[src/rtl/mtrp_pkg.sv]
package mtrp_pkg;

  typedef enum logic [2:0] {
    ST_OK        = 3'd0,
    ST_NEED_MORE = 3'd1,
    ST_INVALID   = 3'd2,
    ST_MISMATCH  = 3'd3,
    ST_EXCEPTION = 3'd4,
    ST_RANGE     = 3'd5
  } status_t;

  // Configuration register indexes
  localparam logic [1:0] CFG_TRANSACTION = 2'd0;
  localparam logic [1:0] CFG_UNIT        = 2'd1;
  localparam logic [1:0] CFG_CAPACITY    = 2'd2;

  localparam logic [15:0] TRANSACTION_RESET = 16'd0;
  localparam logic [7:0]  UNIT_RESET        = 8'd0;
  localparam logic [6:0]  CAPACITY_RESET    = 7'd125;

  localparam logic [7:0]  FN_READ     = 8'h03;
  localparam logic [7:0]  FN_EXC_BIT  = 8'h80;
  localparam logic [15:0] LEN_MIN     = 16'd2;
  localparam logic [15:0] LEN_MAX     = 16'd254;
  localparam logic [9:0]  MBAP_SIZE   = 10'd7;
  localparam logic [16:0] PDU_HEAD    = 17'd9;
  localparam logic [8:0]  POS_MAX     = 9'd511;

  typedef struct packed {
    logic [15:0] transaction;
    logic [7:0]  unit;
    logic [6:0]  capacity;
  } cfg_t;

  // One queue entry: an optional register word, then an optional status item
  typedef struct packed {
    logic        has_word;
    logic [15:0] word;
    logic        has_status;
    status_t     status;
    logic [15:0] status_word;
  } entry_t;

endpackage

[src/rtl/mtrp_front.sv]
module mtrp_front (
  input  logic                 clk,
  input  logic                 rst,
  input  mtrp_pkg::cfg_t       cfg,
  input  logic                 accept,
  input  logic [7:0]           data_byte,
  input  logic                 end_of_buffer,
  output logic                 push,
  output mtrp_pkg::entry_t     push_entry
);

  localparam logic [8:0] POS_TRANS_HI = 9'd0;
  localparam logic [8:0] POS_TRANS_LO = 9'd1;
  localparam logic [8:0] POS_PROTO_HI = 9'd2;
  localparam logic [8:0] POS_PROTO_LO = 9'd3;
  localparam logic [8:0] POS_LEN_HI   = 9'd4;
  localparam logic [8:0] POS_LEN_LO   = 9'd5;
  localparam logic [8:0] POS_UNIT     = 9'd6;
  localparam logic [8:0] POS_FUNC     = 9'd7;
  localparam logic [8:0] POS_COUNT    = 9'd8;
  localparam logic [8:0] POS_WORDS    = 9'd10;

  logic [8:0]  pos;
  logic [15:0] trans, trans_next;
  logic        pnz, pnz_next;
  logic [15:0] len, len_next;
  logic [7:0]  unit, unit_next;
  logic [7:0]  func, func_next;
  logic [7:0]  count, count_next;
  logic [7:0]  high, high_next;

  logic        header_good;
  logic        emit_word;
  logic [9:0]  size;
  logic [16:0] total;
  mtrp_pkg::status_t st;
  logic [15:0] st_word;

  always_comb begin
    trans_next = trans;
    pnz_next   = pnz;
    len_next   = len;
    unit_next  = unit;
    func_next  = func;
    count_next = count;
    high_next  = high;
    emit_word  = 1'b0;
    case (pos)
      POS_TRANS_HI: trans_next = {data_byte, 8'h00};
      POS_TRANS_LO: trans_next = {trans[15:8], data_byte};
      POS_PROTO_HI, POS_PROTO_LO: begin
        if (data_byte != 8'h00) pnz_next = 1'b1;
      end
      POS_LEN_HI:   len_next   = {data_byte, 8'h00};
      POS_LEN_LO:   len_next   = {len[15:8], data_byte};
      POS_UNIT:     unit_next  = data_byte;
      POS_FUNC:     func_next  = data_byte;
      POS_COUNT:    count_next = data_byte;
      default: begin
        if (pos[0]) begin
          high_next = data_byte;
        end else begin
          emit_word = ((pos - POS_WORDS) < {1'b0, count}) && header_good;
        end
      end
    endcase
  end

  // Header fields are settled by the time any word byte arrives
  always_comb begin
    header_good = !pnz && (len >= mtrp_pkg::LEN_MIN) && (len <= mtrp_pkg::LEN_MAX) &&
                  (trans == cfg.transaction) && (unit == cfg.unit) &&
                  (func == mtrp_pkg::FN_READ) && !count[0] &&
                  ({8'h00, count} + 16'd3 == len) && (count[7:1] <= cfg.capacity);
  end

  // Final status from the header as it stands after this byte
  always_comb begin
    size    = {1'b0, pos} + 10'd1;
    total   = 17'd6 + {1'b0, len_next};
    st_word = 16'h0000;
    if (size < mtrp_pkg::MBAP_SIZE) begin
      st = mtrp_pkg::ST_NEED_MORE;
    end else if (pnz_next) begin
      st = mtrp_pkg::ST_INVALID;
    end else if (len_next < mtrp_pkg::LEN_MIN || len_next > mtrp_pkg::LEN_MAX) begin
      st = mtrp_pkg::ST_INVALID;
    end else if ({7'd0, size} < total) begin
      st = mtrp_pkg::ST_NEED_MORE;
    end else if ({7'd0, size} != total || trans_next != cfg.transaction ||
                 unit_next != cfg.unit) begin
      st = mtrp_pkg::ST_MISMATCH;
    end else if (func_next == (mtrp_pkg::FN_READ | mtrp_pkg::FN_EXC_BIT)) begin
      if (total != mtrp_pkg::PDU_HEAD) begin
        st = mtrp_pkg::ST_INVALID;
      end else begin
        st      = mtrp_pkg::ST_EXCEPTION;
        st_word = {8'h00, count_next};
      end
    end else if (func_next != mtrp_pkg::FN_READ || total < mtrp_pkg::PDU_HEAD) begin
      st = mtrp_pkg::ST_INVALID;
    end else if (count_next[0] || ({9'd0, count_next} + mtrp_pkg::PDU_HEAD != total)) begin
      st = mtrp_pkg::ST_INVALID;
    end else if (count_next[7:1] > cfg.capacity) begin
      st = mtrp_pkg::ST_RANGE;
    end else begin
      st      = mtrp_pkg::ST_OK;
      st_word = {9'd0, count_next[7:1]};
    end
  end

  assign push                   = accept && (emit_word || end_of_buffer);
  assign push_entry.has_word    = emit_word;
  assign push_entry.word        = {high, data_byte};
  assign push_entry.has_status  = end_of_buffer;
  assign push_entry.status      = st;
  assign push_entry.status_word = st_word;

  always_ff @(posedge clk) begin
    if (rst) begin
      pos   <= '0;
      trans <= '0;
      pnz   <= 1'b0;
      len   <= '0;
      unit  <= '0;
      func  <= '0;
      count <= '0;
      high  <= '0;
    end else if (accept) begin
      if (end_of_buffer) begin
        // re-arm for the next buffer
        pos   <= '0;
        trans <= '0;
        pnz   <= 1'b0;
        len   <= '0;
        unit  <= '0;
        func  <= '0;
        count <= '0;
        high  <= '0;
      end else begin
        if (pos != mtrp_pkg::POS_MAX) pos <= pos + 9'd1;
        trans <= trans_next;
        pnz   <= pnz_next;
        len   <= len_next;
        unit  <= unit_next;
        func  <= func_next;
        count <= count_next;
        high  <= high_next;
      end
    end
  end

endmodule

[src/rtl/mtrp_queue.sv]
module mtrp_queue (
  input  logic              clk,
  input  logic              rst,
  input  logic              push,
  input  mtrp_pkg::entry_t  push_entry,
  output logic              full,
  input  logic              pop,
  output logic              head_valid,
  output mtrp_pkg::entry_t  head_entry
);

  logic             v0, v1;
  mtrp_pkg::entry_t q0, q1;

  assign full       = v1;
  assign head_valid = v0;
  assign head_entry = q0;

  always_ff @(posedge clk) begin
    if (rst) begin
      v0 <= 1'b0;
      v1 <= 1'b0;
    end else begin
      case ({pop, push})
        2'b11: begin
          if (v1) begin
            q0 <= q1;
            q1 <= push_entry;
          end else begin
            q0 <= push_entry;
          end
        end
        2'b10: begin
          q0 <= q1;
          v0 <= v1;
          v1 <= 1'b0;
        end
        2'b01: begin
          if (!v0) begin
            q0 <= push_entry;
            v0 <= 1'b1;
          end else begin
            q1 <= push_entry;
            v1 <= 1'b1;
          end
        end
        default: ;
      endcase
    end
  end

endmodule

[src/rtl/mtrp_back.sv]
module mtrp_back (
  input  logic              clk,
  input  logic              rst,
  input  logic              head_valid,
  input  mtrp_pkg::entry_t  head_entry,
  output logic              pop,
  output logic              out_valid,
  input  logic              out_ready,
  output logic              out_kind,
  output logic [15:0]       out_word,
  output mtrp_pkg::status_t out_status,
  output logic              out_last
);

  logic word_done;
  logic load;
  logic send_word;

  assign load      = !out_valid || out_ready;
  assign send_word = head_entry.has_word && !word_done;
  // hold the entry after its word when a status item still follows
  assign pop       = load && head_valid && !(send_word && head_entry.has_status);

  always_ff @(posedge clk) begin
    if (rst) begin
      out_valid <= 1'b0;
      word_done <= 1'b0;
    end else if (load) begin
      out_valid <= head_valid;
      if (head_valid) begin
        if (send_word) begin
          out_kind   <= 1'b0;
          out_word   <= head_entry.word;
          out_status <= mtrp_pkg::ST_OK;
          out_last   <= 1'b0;
          word_done  <= head_entry.has_status;
        end else begin
          out_kind   <= 1'b1;
          out_word   <= head_entry.status_word;
          out_status <= head_entry.status;
          out_last   <= 1'b1;
          word_done  <= 1'b0;
        end
      end
    end
  end

endmodule

[src/rtl/modbus_tcp_read_response_parser.sv]
// Channel   Dir  Transaction    Contents (lowest bits first)
// s_axis    in   one byte       tdata: data_byte[7:0]; tlast: end_of_buffer
// m_axis    out  one result     tdata: word[15:0], status[18:16]; tuser: kind; tlast: last
// cfg       in   register write cfg_index 0 transaction, 1 unit, 2 capacity
//
// One byte is taken every cycle while s_tready is high; the parse state updates
// in the same cycle. Results pass through a two-entry queue to a registered
// output; a final byte that completes a word yields two results, the word and
// then its status item. Each result is registered in the queue, then at the output.
// s_tready drops only while the queue is full. Reset (rst, synchronous)
// clears parse state and loads the register defaults.
module modbus_tcp_read_response_parser (
  input  logic        clk,
  input  logic        rst,
  input  logic        s_tvalid,
  output logic        s_tready,
  input  logic [7:0]  s_tdata,   // data_byte[7:0]
  input  logic        s_tlast,
  output logic        m_tvalid,
  input  logic        m_tready,
  output logic [23:0] m_tdata,   // word[15:0], status[18:16], zero[23:19]
  output logic        m_tuser,   // kind
  output logic        m_tlast,
  input  logic        cfg_we,
  input  logic [1:0]  cfg_index,
  input  logic [15:0] cfg_data
);

  mtrp_pkg::cfg_t    cfg;
  logic              accept;
  logic              push;
  mtrp_pkg::entry_t  push_entry;
  logic              full;
  logic              pop;
  logic              head_valid;
  mtrp_pkg::entry_t  head_entry;
  logic [15:0]       out_word;
  mtrp_pkg::status_t out_status;

  always_ff @(posedge clk) begin
    if (rst) begin
      cfg.transaction <= mtrp_pkg::TRANSACTION_RESET;
      cfg.unit        <= mtrp_pkg::UNIT_RESET;
      cfg.capacity    <= mtrp_pkg::CAPACITY_RESET;
    end else if (cfg_we) begin
      case (cfg_index)
        mtrp_pkg::CFG_TRANSACTION: cfg.transaction <= cfg_data;
        mtrp_pkg::CFG_UNIT:        cfg.unit        <= cfg_data[7:0];
        mtrp_pkg::CFG_CAPACITY:    cfg.capacity    <= cfg_data[6:0];
        default: ;
      endcase
    end
  end

  assign s_tready = !full;
  assign accept   = s_tvalid && s_tready;

  mtrp_front u_front (
    .clk           (clk),
    .rst           (rst),
    .cfg           (cfg),
    .accept        (accept),
    .data_byte     (s_tdata),
    .end_of_buffer (s_tlast),
    .push          (push),
    .push_entry    (push_entry)
  );

  mtrp_queue u_queue (
    .clk        (clk),
    .rst        (rst),
    .push       (push),
    .push_entry (push_entry),
    .full       (full),
    .pop        (pop),
    .head_valid (head_valid),
    .head_entry (head_entry)
  );

  mtrp_back u_back (
    .clk        (clk),
    .rst        (rst),
    .head_valid (head_valid),
    .head_entry (head_entry),
    .pop        (pop),
    .out_valid  (m_tvalid),
    .out_ready  (m_tready),
    .out_kind   (m_tuser),
    .out_word   (out_word),
    .out_status (out_status),
    .out_last   (m_tlast)
  );

  assign m_tdata = {5'd0, out_status, out_word};

  a_last_marks_status: assert property (@(posedge clk) disable iff (rst)
    m_tvalid |-> (m_tlast == m_tuser))
    else $error("tlast does not match the status kind");

  a_word_status_ok: assert property (@(posedge clk) disable iff (rst)
    (m_tvalid && !m_tuser) |-> (out_status == mtrp_pkg::ST_OK))
    else $error("register word carries a nonzero status");

  a_no_push_when_full: assert property (@(posedge clk) disable iff (rst)
    full |-> !push)
    else $error("queue written while full");

  a_reset_clears_output: assert property (@(posedge clk)
    rst |=> !m_tvalid)
    else $error("output valid after reset");

endmodule

[config.mk]
export PLATFORM = sky130hd
export DESIGN_NAME = modbus_tcp_read_response_parser
export DESIGN_NICKNAME = d
export VERILOG_FILES = /design/src/rtl/mtrp_pkg.sv /design/src/rtl/mtrp_front.sv /design/src/rtl/mtrp_queue.sv /design/src/rtl/mtrp_back.sv /design/src/rtl/modbus_tcp_read_response_parser.sv
export SDC_FILE = /design/constraint.sdc
export NUM_CORES = 1
export LEC_CHECK = 0
export BUFFER_PORTS_ARGS = -buffer_cell sky130_fd_sc_hd__buf_2
export CAP_MARGIN = 10
export CORE_AREA = 2 2 165 167
export DETAILED_ROUTE_END_ITERATION = 7
export DIE_AREA = 0 0 167 169
export HOLD_SLACK_MARGIN = 0.12
export SETUP_SLACK_MARGIN = 0.1
export SYNTH_ARGS = -nofsm -noshare
export SYNTH_HDL_FRONTEND = slang
export SYNTH_SLANG_ARGS = --single-unit
[constraint.sdc]
create_clock -name clk -period 17.7 [get_ports clk]
set_input_delay 1.77 -clock clk [delete_from_list [all_inputs] [get_ports clk]]
set_output_delay 1.77 -clock clk [all_outputs]
set_load 0.03 [all_outputs]
Yosys cells after proc, flatten, opt, wreduce, memory -nomap -nowiden. Cells that the tools add are included.

Register bits: 203. Bits of input ports: 32. Output and inout port bits: 28. Word-level logic and storage cells: 174.

Add/sub/neg operators: 6. Magnitude comparators: 10. Eq/ne operators: 29. Mux-type cells: 52. Bitwise gates (word level): 1. Reductions and logical operators: 48.

Operator list (number): two-way mux 16 bit (11); two-way mux 37 bit (4); case mux 37 bit (3 select lines) (1); two-way mux 8 bit (10); case mux 37 bit (2 select lines) (1); case mux 16 bit (2 select lines) (2); == test 9 x 3 -> 1 bit, second input constant (4); == test 16 bit (2); two-way mux 3 bit (10); == test 9 x 2 -> 1 bit, second input constant (2); two-way mux 9 bit (2); adder 3 x 16 -> 17 bit, first input constant (1); less-than comparator 10 x 17 -> 1 bit (1); less-than comparator 17 x 4 -> 1 bit, second input constant (1); != test 10 x 17 -> 1 bit (1); != test 17 bit (1); != test 17 x 4 -> 1 bit, second input constant (1); >= comparator 16 x 2 -> 1 bit, second input constant (1); > comparator 16 x 8 -> 1 bit, second input constant (1); <= comparator 16 x 8 -> 1 bit, second input constant (1); less-than comparator 16 x 2 -> 1 bit, second input constant (1); != test 16 bit (1); logical AND 1 bit (15); AND reduction 2 bit (6); other kinds (36) (65).

Longest topological paths before layout. Gate-level depths: netlist of run 1.

Word-level depth: 17. Mapped depth: 25. Mapped depth without buffers: 22.

Hierarchy. Synthesis of run 1 repeated with hierarchy kept, for this count alone.

Cells, all modules: 1303. Area total of the unflattened synthesis: 12545.8 um2.

By module, submodules not included: mtrp_front (instances 1, cells an instance 856, area an instance 6586.3 um2, sequential area each 1481.4 um2); mtrp_queue (instances 1, cells an instance 222, area an instance 3611.0 um2, sequential area each 2262.2 um2); modbus_tcp_read_response_parser (instances 1, cells an instance 136, area an instance 1386.3 um2, sequential area each 620.6 um2); mtrp_back (instances 1, cells an instance 89, area an instance 962.2 um2, sequential area each 640.6 um2).

Least setup slack after synthesis of run 1. OpenSTA, ideal clock, no wires.

Kind: reg2reg. Start: register u_front.pos[3]. End: register u_queue.q0 (netlist bit u_queue.head_entry[0]), enable pin. Setup time: 0.459 ns. Arrival time: 5.444 ns. Data required time: 17.241 ns. Slack: 11.796 ns. Stages on the path, launching flop included: 16. Path buffers: 4. Clock period less this slack: 5.904 ns. Path through: dfxtp_1 -> buf_1 -> clkbuf_1 -> o21ai_0 -> xor2_1 -> ha_1 -> a21o_1 -> a21o_1 -> a21oi_1 -> o211a_1 -> o21ai_0 -> inv_1 -> ha_1 -> clkbuf_1 -> clkbuf_1 -> a211oi_1.

RTL lines: start, declared (line mtrp_front.sv:23) `logic [8:0] pos;`; start signal, assigned (line mtrp_front.sv:141) `if (pos != mtrp_pkg::POS_MAX) pos <= pos + 9'd1;`; end signal, assigned (line mtrp_queue.sv:27) `q0 <= q1;`; end signal, assigned (line mtrp_queue.sv:30) `q0 <= push_entry;`; end signal, assigned (line mtrp_queue.sv:34) `q0 <= q1;`; end, declared (line mtrp_queue.sv:13) `mtrp_pkg::entry_t q0, q1;`.

Worst setup path after layout of run 1.
Start: register u_front.pos[0]. End: register u_queue.q0 (netlist bit u_queue.head_entry[1]) (data pin).

Longest elaborated chain between the ends: 15. Elaborated cells on any way between the ends: 61. Classes of those cells: 4 x add/sub; 7 x order compare; 18 x eq/ne; 21 x mux; 11 x reduce/logical.

RTL lines: parallel branches: the longest is 14 deep, another holds adder 3 x 16 -> 17 bit; case mux 37 bit (3 select lines) * (line mtrp_queue.sv:24) `case ({pop, push})`; end signal, assigned (line mtrp_queue.sv:27); end signal, assigned (line mtrp_queue.sv:30); end signal, assigned (line mtrp_queue.sv:40) `q0 <= push_entry;`.

Every way passes the cells marked *. The select of a mux whose other input is x is not followed. A chain may end at the register's enable or synchronous reset.

==> flow_summary.yaml, run 1 <==
synthesis:
  synth_top_family_by_area: "compound AO/OA/AOI/OAI gates"
  syn_area_mm2: 0.01167
  synth_top_area_share: 0.2006
  seq_area_frac_synth: 0.3876
  synth_edf_count: 78
  ys.warnings.count: 0
  synth_xor_area_frac: 0.05477
  avgSynthCellArea_um2: 9.014
  synth_cell_type_count: 90
  synth-compound-area-share: 0.2102
  synth_mux_area_frac: 0.04673
  yosys.area_share.simple: 0.2006
  yosys.area_share.adder: 0.04823
  synthArstFlopShare: 0
  synth-main-ff-cell: "dfxtp_1"
  synthCells: 1295
  synth_largest_area_cell: "edfxtp_1"
  ys_ff_latch: 187
  synthTopCellsByArea: "edfxtp_1 20%, dfxtp_1 19%, ha_1 4.8%, a22oi_1 4.4%, nor2_1 4.2%"
power:
  power_density_mw_per_mm2: 81.78
  vdd_drop_max_mv: 0.05321
  p_leak_nw: 4.809
routing:
  routedWlPerCell_um: 21.75
  drt_wl_total_mm: 35.81
  dr.pass1.iters: 6
  drt.antenna.violating_nets: 0
  dr.first_iter.drc_count: 1262
  via_per_inst: 6.264
  vias: 10310
  drc: 0
global_route:
  grt_pass1_vias: 9533
  grt_usage: 0.2490
  grt_pass1_wl_mm: 55.06
  grt_max_degree: 100
  antenna_found_initial: 1
  grt-ovfl-total: 0
clocking:
  clock_latency_ns: 0.45
  post_cts_resized: 0
  clock_path_buffers: 2
  root_buffer: "clkbuf_16"
  htree_num_levels: 4
  cts_tree: "built"
  cts_setup_buffers: 0
  clkTransAtPathRegs_ns: 0.08
  postCtsHoldBufs: 0
  tritoncts.num_buffers: 17
  cts.sinks: 187
setup_path:
  arrival_ns: 7.89
  path_class: "reg2reg"
  cp-start-kind: "flip-flop"
  path_max_fanout: 29
  crit_required_ns: 17.97
  endpoint_kind: "flip-flop"
layout:
  area_delta_synth_final_pct: 8.949
  drive_above_1_share: 0.1180
  final_nets: 1369
  antennaDiodeCount: 0
  fillers: 2532
  fin_area_mm2: 0.01272
  final_cell_mix: "130 x nor2_1, 115 x nand2_1, 109 x dfxtp_1"
  final_common_cell: "nor2_1"
  finalNonFillerCells: 1646
sta:
  hold_violations: 0
  tns_ns: 0
  finalClockSkew_ns: 0.01572
  rsz0062_at_grt: "false"
  tightest_slew_ns: 1.286
  setup_viol: 0
  period_share: 0.4304
  min_period_ns: 7.619
  max_freq_mhz: 131.3
  whs_ns: 0.4597
  slew_headroom: 0.1411
  finalMaxSlewViolations: 0
floorplan:
  die_area_mm2: 0.02822
  die_h_um: 169
  rows: 60
  num_io_pins: 60
  start_util: 0.4405
  die_w_um: 167
  fp.coreArea_mm2: 0.02650
placed_design:
  port_buffers: 54
  hpwl_mm: 25.11
  postPlaceCellArea_mm2: 0.01209
  place.gp.congestion: 0.9509
  dpl.cell_count: 1614
flow_run:
  cap_violations: 0
hold_path:
  hold_class: "reg2reg"
status:
  outcome: "finished, final reports clean"
[critical path, cell delays in order, from the launching register on]
cell	delay, ns
dfxtp_1	0.55
ha_1	0.73
clkinv_1	0.56
nor3_4	0.33
a22o_2	0.25
inv_1	0.06
ha_1	0.20
nor2b_1	0.12
nand4_1	0.13
a22oi_1	0.49
xor2_1	0.31
inv_1	0.08
ha_1	0.29
nand4_1	0.08
a2111oi_0	0.62
o211ai_1	0.19
nor4_1	0.38
nand4_1	0.31
nor2_2	1.00
a31oi_1	0.29
o21a_1	0.27
a221oi_2	0.18
[final timing paths]
kind | cells past startpoint | startpoint | endpoint | slack (ns)
min | 0 | u_front.high[6]$_SDFFE_PP0P_ | u_queue.q1[34]$_DFFE_PP_ | 0.46
max | 21 | u_front.pos[0]$_SDFFE_PP0P_ | u_queue.head_entry[1]$_DFFE_PP_ | 10.08
min reg2reg | 0 | u_front.high[6]$_SDFFE_PP0P_ | u_queue.q1[34]$_DFFE_PP_ | 0.46
max reg2reg | 21 | u_front.pos[0]$_SDFFE_PP0P_ | u_queue.head_entry[1]$_DFFE_PP_ | 10.08
[area by class of cell]
cell class / instances / area [µm²] / area share
timing repair buffer: 70 / 392.9 / 0.03089
sequential: 187 / 4524 / 0.3557
clock buffer: 18 / 450.4 / 0.03542
tap: 341 / 426.7 / 0.03355
multi-input combinational: 972 / 6585 / 0.5178
clock inverter: 14 / 173.9 / 0.01367
inverter: 44 / 165.2 / 0.01299
[stage by stage]
stage | utilization | power [mW] | worst slack (ns)
3_5_place_dp | 0.4564 | 0.6405 | 10.18
3_3_place_gp | 0.4564 | 0.6385 | 10.42
5_1_grt | 0.4799 | 1.076 | 9.525
4_1_cts | 0.4799 | 1.043 | 10.25
2_1_floorplan | - | 0.5959 | 11.80
6_report | 0.4799 | 1.040 | 10.08
[synthesized netlist by cell type, drive strengths merged, types with 6 or more instances]
cell type / instances
nand3: 33
o22ai: 7
nor2b: 23
buf: 29
a221oi: 20
a21oi: 59
o2111ai: 6
and4: 8
a211o: 7
o31ai: 13
nor2: 132
and3: 14
or3: 6
mux2i: 41
xnor2: 50
nor3: 20
nand2: 116
mux2: 12
a22oi: 68
a211oi: 8
inv: 42
xor2: 23
a31oi: 26
o21ai: 37
nand4: 32
dfxtp: 109
a22o: 17
and2: 24
clkbuf: 67
a21o: 10
nor4: 16
ha: 45
edfxtp: 78
o21a: 18
[state kept, by name (all words and copies together), names as in the netlist, 3 cells and up]
name                cells
u_front.count           8
cfg                    31
u_back.out_status       3
u_front.func            8
u_front.len            16
u_front.unit            8
u_queue.head_entry     29
u_front.high            8
u_front.pos             9
u_back.out_word        16
u_queue.q1             29
u_front.trans          16
[kinds of logic (layout without fill, tap and decap cells)]
logic type,after synthesis,after routing
XOR/XNOR,73,73
adder cells (fa/ha/maj),45,45
AND/OR/NAND/NOR,456,456
AO/OA/AOI/OAI,340,340
multiplexers,53,53
flip-flops,187,187
other,1,5
buffers and inverters,140,146
[report_power, final]
group	internal, mW	total [mW]	switching (mW)
Sequential	0.472	0.482	0.00953
Clock	0.202	0.407	0.205
Combinational	0.0497	0.151	0.101
Total	0.724	1.04	0.316
[metal layers]
| metal | vias to the layer above | GRT usage | wire, µm |
|---|---|---|---|
| met5 | - | 0 | 13 |
| li1 | 4793 | - | - |
| met2 | 480 | 0.3985 | 16280 |
| met1 | 4946 | 0.3418 | 15830 |
| met4 | 2 | 0.09183 | 1106 |
| met3 | 90 | 0.03858 | 2573 |
Power figures use the tool's default switching activity.
==> run 2, diff against run 1 <==
==> constraint.sdc (replaced) <==
create_clock -name clk -period 7.03 [get_ports clk]
set_input_delay 0.703 -clock clk [delete_from_list [all_inputs] [get_ports clk]]
set_output_delay 0.703 -clock clk [all_outputs]
set_load 0.03 [all_outputs]
==> run 2 against run 1 <==
Global-route usage down 0.18 points. Cell count up 0.55%. Register-to-register slack worse by 9.1 ns. Sequential power rose to 2.5 times the previous value. Sequential share of layout area down 0.24 points.
==> flow_summary.yaml, run 2 (synthesized netlist as in run 1, its figures left out) <==
clocking:
  cts_setup_buffers: 0
  htree_num_levels: 4
  cts_tree: "built"
  post_cts_resized: 0
  root_buffer: "clkbuf_16"
  tritoncts.num_buffers: 17
  clock_latency_ns: 0.45
  clock_path_buffers: 2
  clkTransAtPathRegs_ns: 0.09
  cts.sinks: 187
  postCtsHoldBufs: 0
status:
  outcome: "finished, final reports clean"
setup_path:
  slowest_stage: "dfxtp_1"
  cp_num_buf_inv: 2
  arrival_ns: 6.29
  crit_path_frequent_cell: "nand4_1"
  path_class: "reg2reg"
  crit_chain: "or3b_1 -> nor3_4 -> a22o_2 -> inv_1 -> ha_1 -> nor2b_1 -> nand4_1 -> a22oi_1 -> nand3_1 -> xnor2_1 -> ha_1 -> nand4_1 -> a2111oi_0 -> o211ai_1 -> nor4_1 -> nand4_1 -> nor2_2 -> buf_4 -> a31oi_1 -> o21a_1 -> a221oi_2"
  path_max_fanout: 29
  crit_family: "simple AND/OR/NAND/NOR gates"
  cp-start-kind: "flip-flop"
  crit_required_ns: 7.31
  max_stage_delay_ns: 0.71
  endpoint_kind: "flip-flop"
layout:
  area_delta_synth_final_pct: 9.689
  largest_register_ff_count: 31
  top_register: "cfg"
  final_cell_mix: "130 x nor2_1, 115 x nand2_1, 109 x dfxtp_1"
  finish.utilization: 0.4832
  final_common_cell: "nor2_1"
  fillers: 2534
  drive_above_1_share: 0.1240
  final_nets: 1378
  fin_area_mm2: 0.01280
  antennaDiodeCount: 0
floorplan:
  num_io_pins: 60
  die_h_um: 169
  die_area_mm2: 0.02822
  fp.coreArea_mm2: 0.02650
  rows: 60
  die_w_um: 167
  start_util: 0.4405
placed_design:
  postPlaceCellArea_mm2: 0.01216
  hpwl_mm: 25.30
  place.gp.congestion: 0.9439
  port_buffers: 54
global_route:
  antenna_found_initial: 0
  grt_pass1_vias: 9478
  grt_max_degree: 60
  grt_usage: 0.2472
  grt_pass1_wl_mm: 54.79
  grt-ovfl-total: 0
sta:
  tns_ns: 0
  finalClockSkew_ns: 0.01516
  min_period_ns: 6.011
  setup_viol: 0
  period_share: 0.8551
  slew_headroom: 0.2739
  rsz0062_at_grt: "false"
  tightest_slew_ns: 1.081
  hold_violations: 0
  max_freq_mhz: 166.4
  finalMaxSlewViolations: 0
  whs_ns: 0.4608
power:
  pwr-share-comb: 0.145
  power_frac_clock: 0.394
  vdd_drop_max_mv: 0.1532
  p_sw_frac: 0.3091
  p_int_mw: 1.819
  p_leak_nw: 4.857
  p_switching_mw: 0.8141
  power_density_mw_per_mm2: 205.7
  power_mw: 2.633
  p_seq_frac: 0.461
routing:
  drt_wl_total_mm: 35.21
  dr.first_iter.drc_count: 1079
  dr.pass1.iters: 7
  drc: 0
  routedWlPerCell_um: 21.28
  vias: 10090
  drt.antenna.violating_nets: 0
  via_per_inst: 6.097
flow_run:
  cap_violations: 0
hold_path:
  hold_class: "reg2reg"
## run 2: layout make-up
type | count | area [µm²] | area share
clock buffer | 17 | 425.4 | 0.03322
clock inverter | 15 | 217.7 | 0.01700
inverter | 44 | 165.2 | 0.01290
multi-input combinational | 972 | 6585 | 0.5143
sequential | 187 | 4524 | 0.3533
tap | 341 | 426.7 | 0.03332
timing repair buffer | 79 | 460.4 | 0.03596
## run 2: metrics by stage
step / std cells / worst slack, ns
floorplan: 1299 / 1.126
finish: 1655 / 1.019
detailed placement: 1623 / 1.107
global route: 1655 / 0.4953
global placement: 1623 / 1.388
CTS: 1655 / 1.079
## run 2: worst reg2reg max path: stages, from the launching register on
cell       delay [ns]
dfxtp_1          0.71
or3b_1           0.59
nor3_4           0.22
a22o_2           0.26
inv_1            0.06
ha_1             0.21
nor2b_1          0.11
nand4_1          0.13
a22oi_1          0.47
nand3_1          0.15
xnor2_1          0.21
ha_1             0.35
nand4_1          0.09
a2111oi_0        0.42
o211ai_1         0.16
nor4_1           0.32
nand4_1          0.27
nor2_2           0.18
buf_4            0.32
a31oi_1          0.19
o21a_1           0.25
a221oi_2         0.18
## run 2: power groups by stage
stage | sequential (mW) | clock [mW] | combinational (mW)
2_1_floorplan | 1.25 | 0 | 0.252
3_3_place_gp | 1.24 | 0 | 0.373
3_5_place_dp | 1.24 | 0 | 0.377
4_1_cts | 1.21 | 1.05 | 0.378
5_1_grt | 1.22 | 1.09 | 0.415
6_report | 1.21 | 1.04 | 0.382
## run 2: final timing paths
| kind | start | to | slack, ns | cells past startpoint |
|---|---|---|---|---|
| worst max-delay path | u_front.pos[2]$_SDFFE_PP0P_ | u_queue.head_entry[1]$_DFFE_PP_ | 1.02 | 21 |
| worst min-delay path | u_front.high[5]$_SDFFE_PP0P_ | u_queue.q1[33]$_DFFE_PP_ | 0.46 | 0 |
| worst min register to register | u_front.high[5]$_SDFFE_PP0P_ | u_queue.q1[33]$_DFFE_PP_ | 0.46 | 0 |
| worst max register to register | u_front.pos[2]$_SDFFE_PP0P_ | u_queue.head_entry[1]$_DFFE_PP_ | 1.02 | 21 |
## run 2: layer usage
layer,GRT usage,vias up,share of wire
met4,0.07496,0,0.029
met3,0.05471,67,0.081
met1,0.3443,4818,0.45
met5,0,-,0
li1,-,4798,-
met2,0.3845,408,0.44
==> run 3, diff against run 2 <==
==> constraint.sdc (replaced) <==
create_clock -name clk -period 6.2 [get_ports clk]
set_input_delay 0.62 -clock clk [delete_from_list [all_inputs] [get_ports clk]]
set_output_delay 0.62 -clock clk [all_outputs]
set_load 0.03 [all_outputs]
==> run 3 against run 2 <==
Via count up 1.7%. Worst setup slack worse by 0.71 ns. Clock power grew 14%. Die area did not move. Combinational power increased by 16%. Count of clock-buffer cells in the layout is the same. Critical path type unchanged. Largest cell class unchanged. Highest routed layer unchanged.
==> flow_summary.yaml, run 3 (synthesized netlist as in run 1, its figures left out) <==
layout:
  antennaDiodeCount: 0
  top_register: "cfg"
  final_nets: 1390
  seqCellArea_mm2: 0.004526
  final_common_cell: "nor2_1"
  multi_input_area_mm2: 0.006594
  fillers: 2560
  final_cell_mix: "129 x nor2_1, 115 x nand2_1, 108 x dfxtp_1"
  area_delta_synth_final_pct: 10.84
  drive_above_1_share: 0.1342
  largest_register_ff_count: 31
routing:
  drt.antenna.violating_nets: 0
  drc: 0
  dr.first_iter.drc_count: 1259
  routedWlPerCell_um: 21.35
  drt_wl_total_mm: 35.59
  via_per_inst: 6.154
  vias: 10260
  dr.pass1.iters: 5
power:
  power_density_mw_per_mm2: 232.4
  vdd_drop_max_mv: 0.1689
  p_leak_nw: 4.922
global_route:
  met3_usage: 0.04583
  grt_pass1_wl_mm: 55.55
  met2_usage: 0.3936
  grt-ovfl-total: 0
  antenna_found_initial: 0
  busiest_layer: "met2"
  use_met1: 0.3494
  grt_max_degree: 92
  grt_usage: 0.2510
  grt_pass1_vias: 9540
floorplan:
  num_io_pins: 60
  die_area_mm2: 0.02822
  die_w_um: 167
  start_util: 0.4405
  fp.coreArea_mm2: 0.02650
  die_h_um: 169
  rows: 60
sta:
  setup_viol: 0
  slew_headroom: 0.3130
  tightest_slew_ns: 1.026
  min_period_ns: 5.893
  rsz0062_at_grt: "false"
  finalClockSkew_ns: 0.01466
  finalMaxSlewViolations: 0
  hold_violations: 0
  fin_ws_ns: 0.3066
  period_share: 0.9506
  tns_ns: 0
  max_freq_mhz: 169.7
clocking:
  postCtsHoldBufs: 0
  cts.sinks: 187
  cts_setup_buffers: 0
  clkTransAtPathRegs_ns: 0.09
  clock_latency_ns: 0.46
  clock_path_buffers: 2
  cts_tree: "built"
  htree_num_levels: 4
  post_cts_resized: 0
  root_buffer: "clkbuf_16"
  tritoncts.num_buffers: 17
status:
  outcome: "finished, final reports clean"
setup_path:
  max_stage_delay_ns: 0.54
  path_class: "reg2reg"
  slowest_stage: "a2111oi_1"
  crit_family: "compound AO/OA/AOI/OAI gates"
  arrival_ns: 6.18
  cp_num_buf_inv: 5
  crit_required_ns: 6.49
  crit_path_start: "u_front.pos[1]$_SDFFE_PP0P_"
  r2r-end: "u_queue.head_entry[0]$_DFFE_PP_"
  r2r_setup_slack_ns: 0.31
  ff2ff_path_depth: 24
  path_max_fanout: 29
  endpoint_kind: "flip-flop"
  r2r_start: "u_front.pos[1]$_SDFFE_PP0P_"
  cp-start-kind: "flip-flop"
  crit_chain: "inv_1 -> ha_1 -> clkinv_1 -> nor3_4 -> a22o_2 -> inv_1 -> ha_1 -> nor2b_1 -> nand4_1 -> a22oi_2 -> nand3_1 -> xnor2_1 -> ha_1 -> nand4_1 -> a2111oi_1 -> buf_4 -> o211ai_1 -> nor4_1 -> nand4_1 -> nor2_2 -> buf_12 -> a31oi_1 -> o21a_1 -> a221oi_2"
placed_design:
  port_buffers: 54
  dp_slack_ns: 0.3274
  hpwl_mm: 25.70
  place.gp.congestion: 0.9817
hold_path:
  hold_end: "cfg[28]$_SDFFE_PP0P_"
  hold_class: "in2reg"
  hold_depth: 3
  hp-start: "cfg_data[13]"
flow_run:
  cap_violations: 0
==> run 3: worst min-delay path, delay by kind of cell <==
family	cells	cell delay, ns
buf+inv	1	0.09
compound gates	1	0.05
simple gates	1	0.04
==> run 3: layout make-up <==
class                           instances  share of cell area
Clock inverter                         15             0.01654
Sequential cell                       187              0.3498
Tap cell                              341             0.03298
Multi-Input combinational cell        972              0.5096
Clock buffer                           17             0.03288
Inverter                               44             0.01276
Timing Repair Buffer                   91             0.04545
==> run 3: how the worst max path moves through the flow <==
stage	to	cells after the start
6_report	u_queue.head_entry[0]$_DFFE_PP_	24
5_1_grt	u_queue.head_entry[1]$_DFFE_PP_	24
4_1_cts	u_queue.head_entry[7]$_DFFE_PP_	19
3_5_place_dp	u_queue.head_entry[0]$_DFFE_PP_	24
3_3_place_gp	u_queue.head_entry[1]$_DFFE_PP_	24
2_1_floorplan	u_queue.head_entry[0]$_DFFE_PP_	15
==> run 3: metrics by stage <==
step	instances	instance area [µm²]	power (mW)	util	hold WS, ns
global route	1667	12940	3.115	0.4882	0.3956
global placement	1635	12290	1.838	0.4637	0.4479
finish	1667	12940	3.008	0.4882	0.3934
CTS	1667	12930	3.021	0.4879	0.3881
detailed placement	1635	12290	1.845	0.4637	0.4546
floorplan	1299	11690	1.701	-	0.4303
==> run 3: power breakdown <==
| part | internal [mW] | switching [mW] |
|---|---|---|
| Sequential | 1.35 | 0.0279 |
| Combinational | 0.154 | 0.290 |
| Clock | 0.569 | 0.619 |
| Total | 2.07 | 0.936 |
==> run 3: routing by layer <==
metal,part of all wire,up-vias
li1,-,4821
met1,0.45,4912
met2,0.45,447
met3,0.070,78
met4,0.032,0
met5,0,-
